## src/design/ohvs_pkg.sv

```systemverilog
// Package: sizes, codes and shared types of the oldest-or-highest-value server.
`timescale 1ns / 1ps

package ohvs_pkg;

  localparam int CAPACITY     = 1024;
  localparam int NUMBER_WIDTH = 20;
  localparam int AMOUNT_WIDTH = 19;
  localparam int SLOT_WIDTH   = (CAPACITY > 1) ? $clog2(CAPACITY) : 1;
  localparam int ENTRY_WIDTH  = AMOUNT_WIDTH + 1;
  localparam int IN_DATA_W    = ((AMOUNT_WIDTH + 7) / 8) * 8;
  localparam int OUT_DATA_W   = ((NUMBER_WIDTH + 7) / 8) * 8;
  localparam int CMD_WIDTH    = 2;
  localparam int STATUS_WIDTH = 2;

  typedef enum logic [CMD_WIDTH-1:0] {
    CMD_ARRIVE        = 2'd0,
    CMD_SERVE_OLDEST  = 2'd1,
    CMD_SERVE_HIGHEST = 2'd2
  } cmd_e;

  typedef enum logic [STATUS_WIDTH-1:0] {
    STATUS_SERVED  = 2'd0,
    STATUS_EMPTY   = 2'd1,
    STATUS_REFUSED = 2'd2
  } status_e;

  typedef struct packed {
    logic                    waiting;
    logic [AMOUNT_WIDTH-1:0] amount;
  } entry_t;

  typedef struct packed {
    logic arrive;
    logic refuse;
    logic report_empty;
    logic serve_oldest;
    logic scan_start;
    logic scan_run;
    logic pick;
    logic adv_read;
    logic adv_step;
  } dp_cmd_t;

  typedef struct packed {
    logic full;
    logic empty;
    logic out_free;
    logic scan_done;
    logic chosen_is_oldest;
    logic head_waiting;
  } dp_status_t;

endpackage

```

## src/design/ohvs_ctrl.sv

```systemverilog
// Controller state machine: command decode, scan and oldest-pointer sequencing.
`timescale 1ns / 1ps

module ohvs_ctrl import ohvs_pkg::*; (
  input  logic       clk_i,
  input  logic       rst_ni,
  input  logic       in_valid_i,
  input  cmd_e       in_cmd_i,
  input  dp_status_t status_i,
  output logic       in_ready_o,
  output dp_cmd_t    cmd_o
);

  typedef enum logic [3:0] {
    S_IDLE    = 4'b0001,
    S_SCAN    = 4'b0010,
    S_ADV_RD  = 4'b0100,
    S_ADV_CHK = 4'b1000
  } state_e;

  state_e state_q, state_d;
  logic   accept;

  assign in_ready_o = (state_q == S_IDLE) && status_i.out_free;
  assign accept     = in_valid_i && in_ready_o;

  always_comb begin
    state_d = state_q;
    cmd_o   = '0;
    unique case (state_q)
      S_IDLE: begin
        if (accept) begin
          unique case (in_cmd_i)
            CMD_ARRIVE: begin
              if (status_i.full) begin
                cmd_o.refuse = 1'b1;
              end else begin
                cmd_o.arrive = 1'b1;
              end
            end
            CMD_SERVE_OLDEST: begin
              if (status_i.empty) begin
                cmd_o.report_empty = 1'b1;
              end else begin
                cmd_o.serve_oldest = 1'b1;
                state_d            = S_ADV_RD;
              end
            end
            CMD_SERVE_HIGHEST: begin
              if (status_i.empty) begin
                cmd_o.report_empty = 1'b1;
              end else begin
                cmd_o.scan_start = 1'b1;
                state_d          = S_SCAN;
              end
            end
            default: begin
            end
          endcase
        end
      end
      S_SCAN: begin
        if (status_i.scan_done) begin
          cmd_o.pick = 1'b1;
          state_d    = status_i.chosen_is_oldest ? S_ADV_RD : S_IDLE;
        end else begin
          cmd_o.scan_run = 1'b1;
        end
      end
      S_ADV_RD: begin
        if (status_i.empty) begin
          state_d = S_IDLE;
        end else begin
          cmd_o.adv_read = 1'b1;
          state_d        = S_ADV_CHK;
        end
      end
      S_ADV_CHK: begin
        if (status_i.head_waiting) begin
          state_d = S_IDLE;
        end else begin
          cmd_o.adv_step = 1'b1;
          state_d        = S_ADV_RD;
        end
      end
      default: begin
        state_d = S_IDLE;
      end
    endcase
  end

  always_ff @(posedge clk_i or negedge rst_ni) begin
    if (!rst_ni) begin
      state_q <= S_IDLE;
    end else begin
      state_q <= state_d;
    end
  end

endmodule

```

## config.mk

```make
export PLATFORM = sky130hd
export DESIGN_NAME = ohvs_ctrl
export DESIGN_NICKNAME = d
export VERILOG_FILES = /design/src/design/ohvs_pkg.sv /design/src/design/ohvs_ctrl.sv
export SDC_FILE = /design/constraint.sdc
export NUM_CORES = 1
export LEC_CHECK = 0
export BUFFER_PORTS_ARGS = -buffer_cell sky130_fd_sc_hd__buf_2
export CORE_MARGIN = 3
export CORE_UTILIZATION = 27
export CTS_BUF_LIST = sky130_fd_sc_hd__clkbuf_4 sky130_fd_sc_hd__clkbuf_8
export DETAILED_ROUTE_END_ITERATION = 8
export SYNTH_ARGS = -nofsm -noshare
export SYNTH_HDL_FRONTEND = slang
export SYNTH_SLANG_ARGS = --single-unit
```

## constraint.sdc

```tcl
create_clock -name clk_i -period 3 [get_ports clk_i]
set_input_delay 0.6 -clock clk_i [delete_from_list [all_inputs] [get_ports clk_i]]
set_output_delay 0.6 -clock clk_i [all_outputs]
set_load 0.01 [all_outputs]
```

**Yosys cells after proc, flatten, opt, wreduce, memory -nomap -nowiden**

Index checks and enable logic that the tools add are counted.
Widths: inputs -> output; s select.

- Flip-flop bits (word level): 4
- Word-level logic and storage cells: 42
- Output and inout port bits: 10

- Mux-type cells: 25
- Equality and inequality tests: 11
- Reductions and logical operators: 5

Operators with widths:

| cell | count |
|---|---|
| $mux 4 | 5 |
| $pmux 4 s4 | 1 |
| $mux 1 | 12 |
| $mux 5 | 2 |
| $pmux 4 s2 | 1 |
| $mux 3 | 2 |
| $ne 3x3->1 const B | 2 |
| $reduce_and 5->1 | 1 |
| $eq 4x1->1 const B | 1 |
| $eq 4x2->1 const B | 1 |
| $eq 4x3->1 const B | 1 |
| $eq 4x4->1 const B | 1 |
| $mux 2 | 2 |
| $ne 2x2->1 const B | 2 |
| $ne 3x1->1 const B | 1 |
| $eq 2x1->1 const B | 1 |
| $eq 2x2->1 const B | 1 |
| $logic_and 1x1->1 | 2 |
| $logic_not 2->1 | 1 |
| $reduce_or 2->1 | 1 |

**Depth between registers and ports, before layout**

Gate-level depths: netlist (run 1).

- Depth in word-level cells: 5
- Mapped depth: 5
- Gate-level depth less buffers: 5

**Worst setup path after synthesis (run 1)**

No wires, ideal clock.

- Kind: reg2out
- From: reg state_q[0]
- To: out cmd_o[8] (netlist name)
- Path buffers: 0
- Cell stages (with the launch flop): 4
- Data required time: 2.400 ns
- Path slack: 1.169 ns
- Data arrival time: 1.231 ns
- Cells stage by stage: dfstp_2 nor4b_2 and3_1 and3b_1

RTL lines:

| item | RTL line | RTL |
|---|---|---|
| from (decl) | ohvs_ctrl.sv:21 | `state_e state_q, state_d;` |
| from (signal assigned) | ohvs_ctrl.sv:96 | `state_q <= state_d;` |
| to (decl) | ohvs_ctrl.sv:11 | `output dp_cmd_t cmd_o` |

==> key figures, run 1 <==
Outcome
  • Status: finished clean

Floorplan
  • Die height: 44.1 um
  • Num rows: 13
  • Die area: 1940 um^2
  • Placeable Area: 1330 um^2
  • Die W: 44.1 um
  • Initial Utilization: 0.294
  • I/O pin cnt: 21

Synthesis
  • Avg Cell Area, Syn: between 9 and 10 um^2
  • FF+latch count, synth: 4
  • Synth Area in Simple Gates: 0.380
  • Synth Area in Compound Gates: 0.173
  • Mapped Area: a little under 400 um^2
  • Mapped Nets: 57
  • Library cells used by synthesis: 23
  • Yosys warns: 0
  • Synth Area in XOR/XNOR: 0.0224
  • Mux cell area share after synthesis: 0
  • Post-synthesis adder-cell area fraction: 0.0958
  • Main combinational cell family by area after synthesis: simple AND/OR/NAND/NOR gates
  • Synth Instances: 43
  • Sequential area share after synthesis: 0.259

Finish
  • Nets: 81
  • Largest regs: state_q (4)
  • Number of flip-flops in the largest register: 4
  • Fillers: about 140
  • Layout Utilization: 0.402
  • Multi-input logic area: about 260 um^2
  • Most frequent cells in the layout: buf_2 (20), inv_1 (5), and3_1 (5)
  • Layout area overhead: 36.7%
  • Layout cells sized above 1: 0.470
  • Commonest non-fill, non-tap cell in the layout: buf_2
  • Register area: 101 um^2
  • Largest Register: state_q
  • Ant. Diodes: 0

Routing
  • Routed WL: 913 um
  • DRC: 0
  • ANT nets after route: 0
  • WL per Instance: 11.3 um
  • Via/cell ratio: about 4.8
  • DR vias: 392
  • Drt initial violations: 3
  • Number of detailed-route iterations in the first pass: 2

GRT
  • Largest net degree at the start of global routing: 9
  • GR Overflow Total: 0
  • Initial antenna violation count: 0
  • First-pass GRT wire length: 1.54 mm
  • Gr usage total: 0.107
  • Vias in the first global route: 342

STA
  • Fmax: roughly 440 MHz
  • Fin Setup TNS: 0 ns
  • Fin crit share: 0.758
  • Final setup viols: 0
  • Relative max-transition margin: 0.793
  • Crit path time final: approximately 2.3 ns
  • Final hold vios: 0
  • RSZ-0062 raised after global routing: false
  • Layout Skew: 0.00248 ns
  • Worst-margin pin slew: 0.310 ns
  • Pins over their slew limit: 0

Place
  • Gp weighted congestion: 0.734
  • Post-DP HPWL: about 760 um
  • Port bufs: 20

Critical path
  • Critical Path Fanout Max: 7
  • CP endpoint: cmd_o[8]
  • CP startpoint kind: flop
  • Critical path launch point: state_q[0]
  • CP Capture Type: output pin
  • Worst r2r path cells: 3
  • Levels on crit path: 4
  • Max incr delay on CP: 0.57 ns
  • Buf+Inv Stages, Crit Path: 1
  • CP arrival: around 1.7 ns
  • Critical path's slowest cell: dfstp_2
  • R2R setup slack: about 1.6 ns
  • Crit Path Category: reg2out
  • CP Cell Sequence: nor4b_2 > and3_1 > and3b_1 > buf_2
  • Delay-heaviest family, CP: simple AND/OR/NAND/NOR gates
  • FF-to-FF Start: state_q[0]
  • Worst EP required: approximately 2.4 ns
  • FF-to-FF End: state_q[2]

Clock network
  • Clk sink count: 4
  • H-tree depth: 1
  • CTS root buf: clkbuf_4
  • Clock Pin Slew Worst Setup and Hold Paths: 0.04 ns
  • CTS resizes: 0
  • Hold-fix buffers, CTS: 0
  • Post-CTS Setup Repair Bufs: 0
  • Clock tree buffer depth: 2
  • Worst-skew pair later-pin latency: 0.24 ns
  • CTS tree: yes
  • TritonCTS buffer count: 3

Min path
  • Worst min path class: in2async

Job
  • Maxcap violations: 0

Power and ir drop
  • Maximum vdd drop: 257 uV
  • Lkg Pwr: about 0.00032 uW
  • Power per Cell Area: 558 nW/um^2
## logic make-up after synthesis
group	count (synthesis)
AOI/OAI and AO/OA	8
xor gates and xnor gates	1
adders and majority gates	3
buffers and inverters	7
DFF	4
and+or+nand+nor	20
## area by class of cell
cell class                      instances  area share
Clock buffer                            4      0.0561
Multi-Input combinational cell         32       0.491
Timing Repair Buffer                   20       0.187
Tap cell                               15      0.0350
Inverter                                6      0.0421
Sequential cell                         4       0.189
## worst reg2reg max path, cell delays in order (launching register included)
cell and delay (ns):
dfstp_2 0.57, or3b_1 0.37, a211oi_2 0.23, o211a_1 0.16
## worst min path at each step
stage	start	end	cells after the start
2_1_floorplan	rst_ni	state_q[1]	0
3_5_place_dp	rst_ni	state_q[2]	1
6_report	rst_ni	state_q[2]	1
5_1_grt	rst_ni	state_q[3]	1
3_3_place_gp	rst_ni	state_q[2]	1
4_1_cts	rst_ni	state_q[2]	1
## Yosys cell counts (all sizes together)
library cell	count	share of area
nand2	2	0.019
buf	1	0.013
inv	6	0.058
o2111ai	1	0.022
nor2	1	0.0096
ha	3	0.096
o211ai	1	0.019
or3b	1	0.022
nor4b	3	0.12
and3b	1	0.022
dfrtp	3	0.19
o211a	2	0.051
o21ai	2	0.026
nor3	2	0.026
xor2	1	0.022
and2	2	0.032
and3	5	0.080
a211oi	1	0.032
nand4	1	0.016
dfstp	1	0.067
a31o	1	0.022
nand3b	2	0.038
## through the flow
stage | hold slack (ns) | cell area [um^2] | instances | setup slack [ns] | power (uW)
6_report | 0.158 | 536 | 81 | 0.727 | 299
5_1_grt | 0.144 | 536 | 81 | 0.609 | 326
4_1_cts | 0.152 | 536 | 81 | 0.720 | 302
3_5_place_dp | 0.407 | 505 | 77 | 0.977 | 216
3_3_place_gp | 0.409 | 505 | 77 | 1.03 | 215
2_1_floorplan | 0.304 | 392 | 43 | 1.17 | 184
## routing by layer
layer,up-vias,global-route usage,wire length [um]
met5,-,0,0
met4,0,0.0181,0
met3,0,0.0610,66
met2,10,0.145,417
met1,179,0.148,430
li1,203,-,-
## where the power goes
group / switching (uW) / internal, uW
logic: 52.4 / 62.7
registers: 27.0 / 72.1
clock network: 25.2 / 59.1
(Power assumes the default switching activity.)
==> run 2: changes to the inputs <==
--- a/config.mk
+++ b/config.mk
@@ -5,6 +5,7 @@
 export SDC_FILE = /design/constraint.sdc
 export NUM_CORES = 1
 export LEC_CHECK = 0
+export ABC_AREA = 1
 export BUFFER_PORTS_ARGS = -buffer_cell sky130_fd_sc_hd__buf_2
 export CORE_MARGIN = 3
 export CORE_UTILIZATION = 27
==> constraint.sdc (replaced) <==
create_clock -name clk_i -period 2.38 [get_ports clk_i]
set_input_delay 0.476 -clock clk_i [delete_from_list [all_inputs] [get_ports clk_i]]
set_output_delay 0.476 -clock clk_i [all_outputs]
set_load 0.01 [all_outputs]
==> run 2 against run 1 <==
Compared with the run above:
- sequential power barely moved
- combinational power rose by 83%
- global-route usage rose by 0.78 points
- clock skew rose by 0.0088 ns
- clock-buffer cell count did not move
- clock power rose by 22%
- utilization rose by 1.1 points
- die area rose by 10%
- first-iteration DRC count rose to 2.7 times the previous value
- design area rose by 8.9%
- power rose by 39%
==> key figures, run 2 <==
Finish
  • Layout area overhead: 33.1% (was 36.7%)
  • Largest Register: state_q (unchanged)
  • Ant. Diodes: 0 (unchanged)
  • Number of flip-flops in the largest register: 4 (unchanged)
  • Nets: 106 (was 81)
  • Layout cells sized above 1: 0.396 (was 0.470)
  • Largest regs: state_q (4) (unchanged)
  • Most frequent cells in the layout: buf_2 (20), inv_1 (13), nor2_1 (13) (was buf_2 (20), inv_1 (5), and3_1 (5))
  • Commonest non-fill, non-tap cell in the layout: buf_2 (unchanged)

Floorplan
  • Die area: 2140 um^2 (was 1940 um^2)
  • I/O pin cnt: 21 (unchanged)
  • Initial Utilization: 0.309 (was 0.294)
  • Num rows: 13 (unchanged)
  • Die height: 46.3 um (was 44.1 um)
  • Die W: 46.3 um (was 44.1 um)
  • Placeable Area: 1420 um^2 (was 1330 um^2)

Routing
  • Routed WL: 990 um (was 913 um)
  • Via/cell ratio: 4.59 (was 4.84)
  • Drt initial violations: 8 (was 3)
  • ANT nets after route: 0 (unchanged)
  • WL per Instance: 9.34 um (was 11.3 um)
  • DR vias: 487 (was 392)
  • DRC: 0 (unchanged)
  • Number of detailed-route iterations in the first pass: 4 (was 2)

Clock network
  • Post-CTS Setup Repair Bufs: 0 (unchanged)
  • TritonCTS buffer count: 3 (unchanged)
  • CTS root buf: clkbuf_4 (unchanged)
  • Clock tree buffer depth: 2 (unchanged)
  • CTS resizes: 0 (unchanged)
  • H-tree depth: 1 (unchanged)
  • Worst-skew pair later-pin latency: 0.24 ns (about the same)
  • CTS tree: yes (unchanged)
  • Hold-fix buffers, CTS: 0 (unchanged)
  • Clock Pin Slew Worst Setup and Hold Paths: 0.04 ns (about the same)
  • Clk sink count: 4 (unchanged)

STA
  • Layout Skew: 0.0113 ns (was 0.00248 ns)
  • Fin crit share: 0.808
  • Fin Setup TNS: 0 ns (unchanged)
  • Fmax: 520 MHz
  • RSZ-0062 raised after global routing: false (unchanged)
  • Relative max-transition margin: 0.824 (was 0.793)
  • Crit path time final: 1.92 ns
  • Worst-margin pin slew: 0.262 ns (was 0.310 ns)
  • Final setup viols: 0 (unchanged)
  • Pins over their slew limit: 0 (unchanged)
  • Final hold vios: 0 (unchanged)

Place
  • Post-DP HPWL: 892 um (was 758 um)
  • Port bufs: 20 (unchanged)
  • Gp weighted congestion: 0.739 (was 0.734)

GRT
  • Met3 global-route usage: 0.0625 (was 0.0610)
  • Gr busiest metal: met2 (was met1)
  • GR Overflow Total: 0 (unchanged)
  • Met2 Use GR: 0.176 (was 0.145)
  • Gr usage total: 0.115 (was 0.107)
  • Largest net degree at the start of global routing: 9 (unchanged)
  • First-pass GRT wire length: 1.70 mm (was 1.54 mm)
  • Initial antenna violation count: 0 (unchanged)
  • Vias in the first global route: 458 (was 342)
  • Grt met1 use: 0.129 (was 0.148)

Synthesis
  • Post-synth ARST share: 1.00 (unchanged)
  • Mapped Area: 438 um^2 (was 392 um^2)
  • Sequential area share after synthesis: 0.231 (was 0.259)
  • Mapped Nets: 82 (was 57)
  • Commonest cells post-synth: inv_1 (13), nor2_1 (13), nand2_1 (8) (was and3_1 (5), inv_1 (5), dfrtp_1 (3), ha_1 (3), nor4b_2 (3))
  • Avg Cell Area, Syn: 6.44 um^2 (was 9.11 um^2)
  • Library cells used by synthesis: 19 (was 23)
  • Post-synth EDFFs: 0 (unchanged)
  • Synth Instances: 68 (was 43)
  • Synth top area cells: dfrtp_1 (17%), inv_1 (11%), nor2_1 (11%), ha_1 (8.6%), nand3_1 (8.0%) (was dfrtp_1 (19%), nor4b_2 (12%), ha_1 (9.6%), and3_1 (8.0%), dfstp_2 (6.7%))
  • FF+latch count, synth: 4 (unchanged)
  • Yosys top cell area share: 0.171 (was 0.192)
  • Yosys warns: 0 (unchanged)
  • Top_reg_cell synth: dfrtp_1 (unchanged)
  • Area leader, netlist: dfrtp_1 (unchanged)

Critical path
  • Critical Path Fanout Max: 4 (was 7)
  • Crit Path Category: reg2out (unchanged)
  • CP arrival: 1.45 ns (was 1.67 ns)
  • R2R setup slack: 1.17 ns (was 1.61 ns)
  • FF-to-FF Start: state_q[0] (unchanged)
  • CP Cell Sequence: inv_2 > nor2_2 > nand2_2 > nor2_4 > nand3_2 > nor2_1 > buf_2 (was nor4b_2 > and3_1 > and3b_1 > buf_2)
  • Worst EP required: 1.90 ns (was 2.40 ns)
  • Critical path launch point: state_q[0] (unchanged)
  • CP Capture Type: output pin (unchanged)
  • Max incr delay on CP: 0.55 ns (was 0.57 ns)
  • FF-to-FF End: state_q[0] (was state_q[2])
  • CP startpoint kind: flop (unchanged)
  • Worst r2r path cells: 7 (was 3)
  • Critical path's slowest cell: dfstp_2 (unchanged)
  • CP endpoint: cmd_o[7] (was cmd_o[8])

Power and ir drop
  • Power per Cell Area: 709 nW/um^2 (was 558 nW/um^2)
  • Maximum vdd drop: 486 uV (was 257 uV)
  • Total power draw: 414 uW (was 299 uW)
  • Lkg Pwr: 0.000358 uW (was 0.000315 uW)

Outcome
  • Status: finished clean (unchanged)

Job
  • Maxcap violations: 0 (unchanged)

Min path
  • Worst min path class: in2async (unchanged)
run 2: cell types whose count changed after synthesis, sizes merged, moves of 3 or more:
cell   change
nor4b      -3
inv        +8
nand2      +7
nor2      +18
and3       -5
nand3      +9
run 2: critical path: cells and delay by family (launching register included):
family / cells / cell delay [ns]
flops: 1 / 0.55
buf+inv: 2 / 0.17
simple gates: 5 / 0.48
run 2: area by class of cell:
class                           count  area, um^2
Sequential cell                     4         101
Timing Repair Buffer               20         100
Multi-Input combinational cell     49         280
Fill cell                         162         832
Tap cell                           15        18.8
Inverter                           14        52.6
Clock buffer                        4        30.0
run 2: routing by layer:
layer	vias up	wire, um	share of wire
li1	259	-	-
met1	213	415	0.42
met2	15	477	0.48
met3	0	97	0.098
met4	0	0	0
met5	-	0	0
run 2: cells by family (layout without fill, tap and decap cells):
logic type | count (synthesis) | in the layout | share of synthesized area
compound gates | 4 | 4 | 0.0714
fa+ha+maj | 3 | 3 | 0.0857
buf+inv | 15 | 38 | 0.129
flops | 4 | 4 | 0.231
simple gates | 42 | 42 | 0.483
run 2: power breakdown:
part	switching, uW	internal [uW]
logic	133	77.0
registers	14.0	86.4
clock network	28.7	74.3
total	176	238
run 2: worst min path at each step:
stage          startpoint          to  slack, ns
2_1_floorplan      rst_ni  state_q[1]       0.18
3_3_place_gp       rst_ni  state_q[1]       0.28
3_5_place_dp       rst_ni  state_q[1]       0.28
4_1_cts            rst_ni  state_q[3]       0.02
5_1_grt            rst_ni  state_q[2]       0.02
6_report           rst_ni  state_q[2]       0.03
run 2: stage by stage:
step	setup slack (ns)	instance area (um^2)	cells	hold WS, ns	utilization
detailed placement	0.641	553	102	0.283	0.391
finish	0.456	583	106	0.0300	0.412
global placement	0.682	553	102	0.281	0.391
floorplan	0.752	438	68	0.180	-
global route	0.316	583	106	0.0240	0.412
CTS	0.437	583	106	0.0250	0.412
==> run 3: changes to the inputs <==
==> constraint.sdc (replaced) <==
create_clock -name clk_i -period 1.75 [get_ports clk_i]
set_input_delay 0.35 -clock clk_i [delete_from_list [all_inputs] [get_ports clk_i]]
set_output_delay 0.35 -clock clk_i [all_outputs]
set_load 0.01 [all_outputs]
==> run 3 against run 2 <==
Compared with the run above:
- the run now ends with setup timing left
- clock-buffer cell count is the same
- clock skew fell by 0.0032 ns
- sequential power is 41% higher
- sequential share of layout area fell by 3.0 points
- first-iteration DRC count decreased by 13%
- largest power group unchanged
- worst setup slack got worse by 0.50 ns
- combinational power up 130%
- sequential cell count stayed put
- die area stayed put
- largest cell class unchanged
- routed wire length is 25% higher
==> key figures, run 3 (synthesis gave the netlist of run 2 again) <==
Outcome
  • Status: finished, violations left (was finished clean)
  • Failing checks: setup timing

Critical path
  • Worst EP required: 1.40 ns (was 1.90 ns)
  • CP arrival: 1.45 ns (about the same)
  • Buf+Inv Stages, Crit Path: 1 (was 2)
  • Delay-heaviest family, CP: flip-flops (unchanged)
  • CP Capture Type: output pin (unchanged)
  • FF-to-FF Start: state_q[0] (unchanged)
  • FF-to-FF End: state_q[1] (was state_q[0])
  • Worst r2r path cells: 6 (was 7)
  • CP startpoint kind: flop (unchanged)
  • R2R setup slack: 0.34 ns (was 1.17 ns)
  • Critical Path Fanout Max: 4 (unchanged)
  • CP Cell Sequence: nand2_2 > nor2_4 > nand3_4 > nor3_2 > buf_2 (was inv_2 > nor2_2 > nand2_2 > nor2_4 > nand3_2 > nor2_1 > buf_2)
  • Critical path's slowest cell: dfstp_2 (unchanged)
  • Crit Path Category: reg2out (unchanged)
  • Max incr delay on CP: 0.55 ns (about the same)

Finish
  • Commonest non-fill, non-tap cell in the layout: buf_2 (unchanged)
  • Number of flip-flops in the largest register: 4 (unchanged)
  • Largest regs: state_q (4) (unchanged)
  • Most frequent cells in the layout: buf_2 (19), inv_1 (12), nor2_1 (12) (was buf_2 (20), inv_1 (13), nor2_1 (13))
  • Design Area, Final: 707 um^2 (was 583 um^2)
  • Largest Register: state_q (unchanged)
  • Ant. Diodes: 0 (unchanged)
  • Nets: 115 (was 106)
  • Layout cells sized above 1: 0.500 (was 0.396)
  • Layout area overhead: 61.4% (was 33.1%)
  • Layout Utilization: 0.500 (was 0.412)

Floorplan
  • Die area: 2140 um^2 (unchanged)
  • Placeable Area: 1420 um^2 (unchanged)
  • Num rows: 13 (unchanged)
  • Initial Utilization: 0.309 (unchanged)
  • I/O pin cnt: 21 (unchanged)
  • Die height: 46.3 um (unchanged)
  • Die W: 46.3 um (unchanged)

Clock network
  • TritonCTS buffer count: 3 (unchanged)
  • Worst-skew pair later-pin latency: 0.24 ns (about the same)
  • Clock Pin Slew Worst Setup and Hold Paths: 0.04 ns (about the same)
  • CTS root buf: clkbuf_4 (unchanged)
  • Clock tree buffer depth: 2 (unchanged)
  • H-tree depth: 1 (unchanged)
  • Clk sink count: 4 (unchanged)
  • CTS tree: yes (unchanged)

Power and ir drop
  • Switching pwr: 313 uW (was 176 uW)
  • Clock power share: 0.191 (was 0.249)
  • Lkg Pwr: 0.000411 uW (was 0.000358 uW)
  • Flop pwr share: 0.186 (was 0.243)
  • Internal power: 448 uW (was 238 uW)
  • Comb pwr share: 0.624 (was 0.509)
  • Switching Share: 0.412 (was 0.426)
  • Power per Cell Area: 1080 nW/um^2 (was 709 nW/um^2)
  • Maximum vdd drop: 577 uV (was 486 uV)

STA
  • Relative max-transition margin: 0.851 (was 0.824)
  • Fmax: 556 MHz
  • Crit path time final: between 1.5 and 2 ns
  • Layout Skew: 0.00804 ns (was 0.0113 ns)
  • Final setup viols: 2 (was 0)
  • RSZ-0062 raised after global routing: true (was false)
  • Setup ws final: -0.0483 ns (was 0.456 ns)
  • Pins over their slew limit: 0 (unchanged)
  • Final hold vios: 0 (unchanged)
  • Worst-margin pin slew: 0.221 ns (was 0.262 ns)
  • Fin crit share: 1.03

Routing
  • WL per Instance: 10.7 um (was 9.34 um)
  • DRC: 0 (unchanged)
  • Number of detailed-route iterations in the first pass: 4 (unchanged)
  • Routed WL: 1.23 mm (was 990 um)
  • DR vias: 553 (was 487)
  • ANT nets after route: 0 (unchanged)
  • Drt initial violations: 7 (was 8)
  • Via/cell ratio: 4.81 (was 4.59)

Min path
  • Min-Delay Endpoint: state_q[3]
  • Hold-critical path depth: 2
  • Hold path start: status_i[4]
  • Worst min path class: in2reg (was in2async)

GRT
  • GR Overflow Total: 0 (unchanged)
  • First-pass GRT wire length: 1.73 mm (was 1.70 mm)
  • Largest net degree at the start of global routing: 9 (unchanged)
  • Vias in the first global route: 447 (was 458)
  • Initial antenna violation count: 0 (unchanged)
  • Gr usage total: 0.112 (was 0.115)

Job
  • Maxcap violations: 0 (unchanged)

Place
  • Post-placement cell area: 553 um^2 (unchanged)
  • Port bufs: 20 (unchanged)
  • Gp weighted congestion: 0.778 (was 0.739)
  • Post-DP HPWL: 881 um (was 892 um)
run 3: changes by cell type in the layout (fill, tap and decap cells not counted), moves of 2 or more:
cell and delta:
nor3_2 +2, nor3_1 -2, nor2_2 -2, nor2_4 +3
buf_4 +8
run 3: per-layer routing:
layer	GRT usage	wire, um
met1	0.122	460
met2	0.201	651
met3	0.0352	104
met4	0.0398	17
met5	0	0
run 3: power by group through the flow:
| stage | sequential, uW | clock, uW | combinational [uW] |
|---|---|---|---|
| 2_1_floorplan | 135 | 0 | 223 |
| 3_3_place_gp | 137 | 0 | 290 |
| 3_5_place_dp | 137 | 0 | 292 |
| 4_1_cts | 137 | 153 | 355 |
| 5_1_grt | 143 | 165 | 517 |
| 6_report | 141 | 145 | 475 |
run 3: final cells by class:
class | count | area (um^2)
clock buffers | 4 | 30.0
fillers | 147 | 708
inverters | 14 | 52.6
multi-input cells | 49 | 328
flip-flops and latches | 4 | 101
well taps | 15 | 18.8
repair buffers | 29 | 176
run 3: through the flow:
| step | worst slack (ns) | power (uW) | hold slack [ns] | cells | setup TNS (ns) |
|---|---|---|---|---|---|
| after floorplan | 0.248 | 358 | 0.0544 | 68 | 0 |
| final | -0.0483 | 761 | 0.422 | 115 | -0.0549 |
| after global routing | -0.107 | 825 | 0.421 | 115 | -0.435 |
| after CTS | 0.00273 | 645 | 0.378 | 110 | 0 |
| after global placement | 0.199 | 427 | 0.155 | 102 | 0 |
| after detailed placement | 0.188 | 430 | 0.156 | 102 | 0 |
run 3: repair_timing:
| item | in CTS | in global routing |
|---|---|---|
| endpoints found under the hold margin | 3 | 0 |
| setup endpoints to repair | 5 | 6 |
| pin swaps | 2 | 5 |
| setup buffers | 3 | 5 |
| resized for setup | 3 | 10 |
| hold buffers | 1 | 0 |
run 3: worst max path at each step:
stage | slack, ns | to | startpoint | cells after the start
floorplan | 0.25 | cmd_o[7] | state_q[0] | 6
global placement | 0.20 | cmd_o[4] | state_q[0] | 5
detailed placement | 0.19 | cmd_o[4] | state_q[0] | 5
CTS | 0.003 | cmd_o[4] | state_q[3] | 6
global route | -0.11 | cmd_o[5] | state_q[0] | 5
finish | -0.05 | cmd_o[5] | state_q[0] | 5
